===== config.mk =====
export PLATFORM = sky130hd
export DESIGN_NAME = peak_normalized_three_phase_duty
export DESIGN_NICKNAME = d
export VERILOG_FILES = /design/src/pnd_pkg.sv /design/src/peak_normalized_three_phase_duty.sv /design/src/pnd_lane.sv
export SDC_FILE = /design/constraint.sdc
export NUM_CORES = 1
export LEC_CHECK = 0
export ABC_AREA = 0
export BUFFER_PORTS_ARGS = -buffer_cell sky130_fd_sc_hd__buf_4
export CORE_ASPECT_RATIO = 0.6
export CORE_MARGIN = 2
export CORE_UTILIZATION = 35
export CTS_BUF_LIST = sky130_fd_sc_hd__clkbuf_4 sky130_fd_sc_hd__clkbuf_8
export CTS_CLUSTER_SIZE = 14
export DETAILED_ROUTE_END_ITERATION = 16
export PLACE_DENSITY = 0.54
export SKIP_LAST_GASP = 1
export SYNTH_ARGS = -nofsm -noshare
export SYNTH_HDL_FRONTEND = slang
export SYNTH_HIERARCHICAL = 1
export SYNTH_SLANG_ARGS = --single-unit

===== constraint.sdc =====
create_clock -name clk -period 13.4 [get_ports clk]
set_clock_uncertainty 0.2 [all_clocks]
set_input_delay 0 -clock clk [delete_from_list [all_inputs] [get_ports clk]]
set_output_delay 0 -clock clk [all_outputs]
set_load 0.02 [all_outputs]

===== src/pnd_pkg.sv =====
// shared types, constants and helpers for the peak normalized three phase duty block
package pnd_pkg;

	localparam int SAMPLE_W   = 16;
	localparam int BOUND_W    = 16;
	localparam int DUTY_W     = 11;
	localparam int PWM_PERIOD = 1024;
	localparam int HALF       = PWM_PERIOD / 2;
	// quotient |p|*HALF/bound never exceeds HALF because bound >= |p|
	localparam int QUOT_W     = $clog2(HALF) + 1;
	localparam int REM_W      = BOUND_W + 1;
	localparam int MAG_W      = SAMPLE_W + 1;
	localparam int CNT_W      = $clog2(QUOT_W);

	typedef struct packed {
		logic signed [SAMPLE_W-1:0] phase_a;
		logic signed [SAMPLE_W-1:0] phase_b;
		logic signed [SAMPLE_W-1:0] phase_c;
	} in_item_t;

	typedef struct packed {
		logic [DUTY_W-1:0]  duty_a;
		logic [DUTY_W-1:0]  duty_b;
		logic [DUTY_W-1:0]  duty_c;
		logic [BOUND_W-1:0] bound_used;
	} out_item_t;

	typedef struct packed {
		logic start;
		logic step;
	} lane_ctrl_t;

	function automatic logic [MAG_W-1:0] mag_of(logic signed [SAMPLE_W-1:0] v);
		logic [MAG_W-1:0] ext;
		ext = {v[SAMPLE_W-1], v};
		return v[SAMPLE_W-1] ? (~ext + MAG_W'(1)) : ext;
	endfunction

endpackage


===== src/peak_normalized_three_phase_duty.sv =====
// top level: running peak bound, lane sequencer and merged output register
// each item passes the states idle, bound, calc and done in that order
// a new item is taken only once the previous one has left done, calc runs the 10-step radix-2 divider in each lane
// the input side takes a new item while a finished result still waits in the output register
// reset (arst_n low, asynchronous) clears the peak, the initial bound, the sequencer and out_valid
// no clearing pass after reset, items are accepted on the first cycle out of reset
module peak_normalized_three_phase_duty import pnd_pkg::*; (
	input  logic               clk,
	input  logic               arst_n,
	input  logic               cfg_we,
	input  logic [BOUND_W-1:0] cfg_wdata,
	input  logic               in_valid,
	output logic               in_stall,
	input  in_item_t           in_data,
	output logic               out_valid,
	input  logic               out_stall,
	output out_item_t          out_data
);

	typedef enum logic [3:0] {
		S_IDLE  = 4'b0001,
		S_BOUND = 4'b0010,
		S_CALC  = 4'b0100,
		S_DONE  = 4'b1000
	} state_t;

	state_t             state_q;
	logic [CNT_W-1:0]   step_cnt_q;
	in_item_t           item_q;
	logic [BOUND_W-1:0] peak_q;
	logic [BOUND_W-1:0] init_bound_q;
	logic [BOUND_W-1:0] bound_q;
	logic               out_valid_q;
	out_item_t          out_q;

	logic               in_acc;
	logic               out_free;
	lane_ctrl_t         lane_ctrl;
	logic [DUTY_W-1:0]  duty_a;
	logic [DUTY_W-1:0]  duty_b;
	logic [DUTY_W-1:0]  duty_c;
	logic [BOUND_W-1:0] base_bound;
	logic [MAG_W-1:0]   cand0;
	logic [MAG_W-1:0]   cand1;
	logic [MAG_W-1:0]   cand2;
	logic [MAG_W-1:0]   cand3;
	logic [MAG_W-1:0]   mag_a;
	logic [MAG_W-1:0]   mag_b;
	logic [MAG_W-1:0]   mag_c;

	// one item in flight, taken only when the sequencer is free
	assign in_stall = (state_q != S_IDLE);
	assign in_acc   = in_valid && !in_stall;
	assign out_free = !out_valid_q || !out_stall;

	// bound: largest of the stored peak, the initial bound and the three magnitudes
	assign mag_a      = mag_of(item_q.phase_a);
	assign mag_b      = mag_of(item_q.phase_b);
	assign mag_c      = mag_of(item_q.phase_c);
	assign base_bound = (init_bound_q > peak_q) ? init_bound_q : peak_q;
	assign cand0      = {1'b0, base_bound};
	assign cand1      = (mag_a > cand0) ? mag_a : cand0;
	assign cand2      = (mag_b > cand1) ? mag_b : cand1;
	assign cand3      = (mag_c > cand2) ? mag_c : cand2;

	// lanes load their magnitude while the bound is found, then step together
	assign lane_ctrl.start = (state_q == S_BOUND);
	assign lane_ctrl.step  = (state_q == S_CALC);

	pnd_lane u_lane_a (
		.clk    (clk),
		.arst_n (arst_n),
		.ctrl   (lane_ctrl),
		.phase  (item_q.phase_a),
		.bound  (bound_q),
		.duty   (duty_a)
	);

	pnd_lane u_lane_b (
		.clk    (clk),
		.arst_n (arst_n),
		.ctrl   (lane_ctrl),
		.phase  (item_q.phase_b),
		.bound  (bound_q),
		.duty   (duty_b)
	);

	pnd_lane u_lane_c (
		.clk    (clk),
		.arst_n (arst_n),
		.ctrl   (lane_ctrl),
		.phase  (item_q.phase_c),
		.bound  (bound_q),
		.duty   (duty_c)
	);

	// sequencer, peak state, config register and output valid
	always_ff @(posedge clk or negedge arst_n) begin
		if (!arst_n) begin
			state_q      <= S_IDLE;
			step_cnt_q   <= '0;
			peak_q       <= '0;
			init_bound_q <= '0;
			out_valid_q  <= 1'b0;
		end else begin
			if (cfg_we) begin
				init_bound_q <= cfg_wdata;
			end
			// output register fills from the merge stage or empties on accept
			if ((state_q == S_DONE) && out_free) begin
				out_valid_q <= 1'b1;
			end else if (!out_stall) begin
				out_valid_q <= 1'b0;
			end
			case (state_q)
				S_IDLE: begin
					if (in_acc) begin
						state_q <= S_BOUND;
					end
				end
				S_BOUND: begin
					// peak only grows, this item's bound becomes the new peak
					peak_q     <= cand3[BOUND_W-1:0];
					step_cnt_q <= '0;
					state_q    <= S_CALC;
				end
				S_CALC: begin
					step_cnt_q <= step_cnt_q + CNT_W'(1);
					if (step_cnt_q == CNT_W'(QUOT_W - 1)) begin
						state_q <= S_DONE;
					end
				end
				S_DONE: begin
					// merge stage waits here until the output register frees up
					if (out_free) begin
						state_q <= S_IDLE;
					end
				end
				default: begin
					state_q <= S_IDLE;
				end
			endcase
		end
	end

	// payload registers
	always_ff @(posedge clk) begin
		if (in_acc) begin
			item_q <= in_data;
		end
		if (state_q == S_BOUND) begin
			bound_q <= cand3[BOUND_W-1:0];
		end
		if ((state_q == S_DONE) && out_free) begin
			out_q.duty_a     <= duty_a;
			out_q.duty_b     <= duty_b;
			out_q.duty_c     <= duty_c;
			out_q.bound_used <= bound_q;
		end
	end

	assign out_valid = out_valid_q;
	assign out_data  = out_q;

endmodule


===== src/pnd_lane.sv =====
// one phase lane: restoring divider of |phase|*half by the bound, floor and offset
module pnd_lane import pnd_pkg::*; (
	input  logic                       clk,
	input  logic                       arst_n,
	input  lane_ctrl_t                 ctrl,
	input  logic signed [SAMPLE_W-1:0] phase,
	input  logic [BOUND_W-1:0]         bound,
	output logic [DUTY_W-1:0]          duty
);

	localparam int SUM_W = DUTY_W + 2;

	logic [REM_W-1:0]  rem_q;
	logic [QUOT_W-1:0] quot_q;
	logic              neg_q;
	logic [MAG_W-1:0]  mag;
	logic [REM_W-1:0]  dvsr;
	logic [REM_W-1:0]  diff;
	logic [REM_W-1:0]  rem_nx;
	logic              ge;
	logic              rem_nz;
	logic [SUM_W-1:0]  val;

	assign mag    = mag_of(phase);
	assign dvsr   = {1'b0, bound};
	assign ge     = rem_q >= dvsr;
	assign diff   = rem_q - dvsr;
	assign rem_nx = ge ? diff : rem_q;

	// datapath only, the sequencer in the top level qualifies it
	always_ff @(posedge clk or negedge arst_n) begin
		if (!arst_n) begin
			rem_q  <= '0;
			quot_q <= '0;
			neg_q  <= 1'b0;
		end else if (ctrl.start) begin
			rem_q  <= REM_W'(mag);
			quot_q <= '0;
			neg_q  <= phase[SAMPLE_W-1];
		end else if (ctrl.step) begin
			rem_q  <= {rem_nx[REM_W-2:0], 1'b0};
			quot_q <= {quot_q[QUOT_W-2:0], ge};
		end
	end

	// nonzero remainder on a negative phase rounds one further down
	assign rem_nz = |rem_q;
	assign val = neg_q ? (SUM_W'(HALF) - SUM_W'(quot_q) - SUM_W'(rem_nz))
	                   : (SUM_W'(HALF) + SUM_W'(quot_q));

	always_comb begin
		if (bound == '0) begin
			duty = DUTY_W'(HALF);
		end else if (val[SUM_W-1]) begin
			duty = '0;
		end else if (val > SUM_W'(PWM_PERIOD)) begin
			duty = DUTY_W'(PWM_PERIOD);
		end else begin
			duty = val[DUTY_W-1:0];
		end
	end

endmodule


==> impl_metrics.sql <==
INSERT INTO impl_metrics (metric_group, metric, value, unit) VALUES
('run', 'max-cap-violations', '0', ''),
('cells_and_area', 'final.fill_count', '5094', ''),
('clocking', 'clock_tree_from_tritoncts', 'done', ''),
('detailed_routing', 'routed_via_density', '5.60', ''),
('synthesis', 'synth_ff_type', 'sky130_fd_sc_hd__dfrtp_1', ''),
('floorplan', 'core_area', '52300', 'um2'),
('detailed_routing', 'vias', '16800', ''),
('setup_path', 'cp-end-kind', 'flop', ''),
('setup_path', 'critical_path.startpoint_type', 'flop', ''),
('sta', 'finalSetupTns', '0', 'ns'),
('floorplan', 'start_util', '0.353', ''),
('sta', 'fin_ws', '2.89', 'ns'),
('floorplan', 'row_count', '65', ''),
('floorplan', 'ioPinCount', '120', ''),
('sta', 'finalSetupViolations', '0', ''),
('placement', 'place_worst_setup_slack', '3.27', 'ns'),
('clocking', 'cts-hold-fix-buffers', '154', ''),
('sta', 'slew_violations', '0', ''),
('setup_path', 'critPathKind', 'reg -> reg', ''),
('global_routing', 'number_of_global_route_vias_before_repair', '15900', ''),
('setup_path', 'worst_r2r_endpoint', 'peak_q[1]', ''),
('global_routing', 'wire_length_of_the_first_global_routing_pass', '92500', 'um'),
('power', 'static_power_due_to_leakage', '9.12', 'nW'),
('setup_path', 'timing.critical_path.max_delay_family', 'compound AO/OA/AOI/OAI gates', ''),
('power', 'power.density', '241', 'nW/um2'),
('setup_path', 'critical_path_peak_fanout', '34', ''),
('synthesis', 'netlist_area', '18400', 'um2'),
('synthesis', 'fraction_of_registers_with_async_set_reset', '0.525', ''),
('synthesis', 'ys_ff_latch', '238', ''),
('synthesis', 'synth_seq_area_share', '0.354', ''),
('cells_and_area', 'finalInstanceArea', '22400', 'um2'),
('sta', 'max_freq', '95.2', 'MHz'),
('global_routing', 'grt_start_max_net_pins', '89', ''),
('placement', 'post_dp_cell_area', '19900', 'um2'),
('synthesis', 'ys_warn_count', '6', ''),
('sta', 'final.period_utilization', '0.784', ''),
('run_status', 'run_status', 'finished clean', ''),
('synthesis', 'synth_top_cells_by_area', 'sky130_fd_sc_hd__edfxtp_1 (18%), sky130_fd_sc_hd__dfrtp_1 (17%), sky130_fd_sc_hd__ha_1 (8.9%)', ''),
('synthesis', 'synth_cell_type_count', '88', ''),
('cells_and_area', 'post_route_cells_drive_above_1_share', '0.130', ''),
('setup_path', 'critPathMostFrequentCell', 'sky130_fd_sc_hd__ha_1', ''),
('detailed_routing', 'drt_first_pass_iters', '5', ''),
('clocking', 'clock_path_buffers', '3', ''),
('hold_path', 'number_of_instances_on_the_worst_hold_path', '4', ''),
('power', 'ir_worst_vdd', '0.0804', 'mV'),
('clocking', 'postCtsSetupBuffers', '0', ''),
('synthesis', 'synth-edff-count', '113', ''),
('setup_path', 'cp_slowest_stage_delay', '0.79', 'ns'),
('cells_and_area', 'num_antenna_cells', '0', ''),
('placement', 'buffer_ports.inserted', '119', ''),
('detailed_routing', 'dr.first_iter.drc_count', '1745', ''),
('sta', 'setup_repair_after_global_routing_missed_its_margin', 'false', ''),
('clocking', 'post_cts_resized', '0', ''),
('detailed_routing', 'wl_per_cell', '20.0', 'um'),
('sta', 'worst_pin_slew', '1.31', 'ns'),
('global_routing', 'antenna_found_initial', '0', ''),
('floorplan', 'die-height', '182', 'um'),
('setup_path', 'arrival', '10.80', 'ns'),
('detailed_routing', 'drt-total-wl', '59900', 'um'),
('setup_path', 'critical_path.startpoint', 'peak_q[15]', ''),
('hold_path', 'worst_hold_path_endpoint', 'state_q[3]', ''),
('clocking', 'root_buffer', 'sky130_fd_sc_hd__clkbuf_8', ''),
('setup_path', 'worst-endpoint-required', '13.69', 'ns'),
('placement', 'dp_cell_count', '2765', ''),
('global_routing', 'grt.total_usage', '0.215', ''),
('sta', 'finalCriticalPeriod', '10.51', 'ns'),
('synthesis', 'synth_top_area_cell', 'sky130_fd_sc_hd__edfxtp_1', ''),
('setup_path', 'crit-reg2reg-launch', 'peak_q[15]', ''),
('global_routing', 'grt_overflow', '0', ''),
('sta', 'slew_headroom', '0.125', ''),
('sta', 'timing.hold.ws', '0.122', 'ns');
[power by group]
group | leakage (nW) | internal, mW | switching (mW) | total [mW]
Combinational | 5.99 | 1.32 | 1.99 | 3.32
Clock | 0.511 | 0.432 | 0.351 | 0.782
Sequential | 2.62 | 0.999 | 0.303 | 1.30
[worst register-to-register path, delay by kind of cell (launching register included)]
| kind | cells | cell delay [ns] |
|---|---|---|
| AO/OA/AOI/OAI | 15 | 5.58 |
| AND/OR/NAND/NOR | 7 | 2.01 |
| adder cells (fa/ha/maj) | 4 | 1.30 |
| multiplexers | 1 | 0.54 |
| buffers and inverters | 2 | 0.41 |
| flip-flops | 1 | 0.36 |
[worst max-delay path by stage]
stage / endpoint / slack (ns) / cells after the start
4_1_cts: peak_q[1] / 3.21 / 29
3_5_place_dp: peak_q[1] / 3.27 / 28
6_report: peak_q[1] / 2.89 / 29
2_1_floorplan: bound_q[2] / 5.56 / 31
3_3_place_gp: peak_q[1] / 3.44 / 29
5_1_grt: peak_q[1] / 2.12 / 29
[state kept, by name (all words and copies together) (netlist names), 4 cells and up]
signal / count
out_data: 49
init_bound_q: 16
u_lane_a/rem_q: 17
u_lane_b/rem_q: 17
u_lane_c/rem_q: 17
u_lane_c/quot_q: 10
item_q: 48
u_lane_b/quot_q: 10
step_cnt_q: 4
peak_q: 16
state_q: 4
bound_q: 16
u_lane_a/quot_q: 10
[synthesized netlist by cell type, drive strengths merged (11+ instances only)]
cell type	number
o31ai	59
nor3b	15
inv	123
o211ai	26
a221oi	13
nor4	35
clkbuf	66
edfxtp	113
and2	20
o21ai	94
nand4	26
or3	19
nor2	186
mux2	21
xnor2	108
nand2b	39
a21oi	113
nand2	166
a211oi	41
or4	19
o41ai	14
or2	11
a21o	31
nand3b	11
and3	15
mux2i	58
nor2b	17
ha	131
xor2	37
o221ai	14
nand3	33
nor3	51
buf	38
a21boi	13
dfrtp	124
o21a	17
[metal layers]
| layer | up-vias | GRT usage | wire (um) |
|---|---|---|---|
| li1 | 7970 | - | - |
| met1 | 8189 | 0.331 | 29800 |
| met2 | 570 | 0.300 | 24300 |
| met3 | 65 | 0.0522 | 4880 |
| met4 | 2 | 0.0400 | 867 |
| met5 | - | 0.00705 | 52 |
[cells in the final DEF (no fill, tap or decap), drive strengths merged, types with 35 or more instances in the layout]
cell | netlist | routed
dlygate4sd3 | 0 | 153
o21ai | 94 | 94
nand2b | 39 | 39
inv | 123 | 124
xor2 | 37 | 37
dfrtp | 124 | 124
a211oi | 41 | 41
nor2 | 186 | 186
nor4 | 35 | 35
a21oi | 113 | 113
clkbuf | 66 | 64
o31ai | 59 | 59
buf | 38 | 138
nand2 | 166 | 166
xnor2 | 108 | 108
edfxtp | 113 | 113
nor3 | 51 | 51
mux2i | 58 | 58
ha | 131 | 131
[logic make-up (layout without fill, tap and decap cells)]
| group | count (synthesis) | after routing | synth area share |
|---|---|---|---|
| AOI/OAI and AO/OA | 517 | 517 | 0.197 |
| xor gates and xnor gates | 145 | 145 | 0.0689 |
| adders and majority gates | 134 | 134 | 0.0921 |
| DFF | 238 | 238 | 0.354 |
| and+or+nand+nor | 685 | 685 | 0.194 |
| other | 2 | 4 | 0.000407 |
| muxes | 79 | 79 | 0.0443 |
| buffers and inverters | 227 | 496 | 0.0498 |
[area by class of cell]
class / instances / area [um2] / share of cell area
clock buffers: 64 / 768 / 0.0342
clock inverters: 18 / 181 / 0.00808
inverters: 123 / 465 / 0.0207
multi-input cells: 1564 / 11000 / 0.492
flip-flops and latches: 238 / 6520 / 0.291
well taps: 703 / 880 / 0.0392
repair buffers: 291 / 2590 / 0.115
No activity file was read; power rests on OpenSTA's default activity.
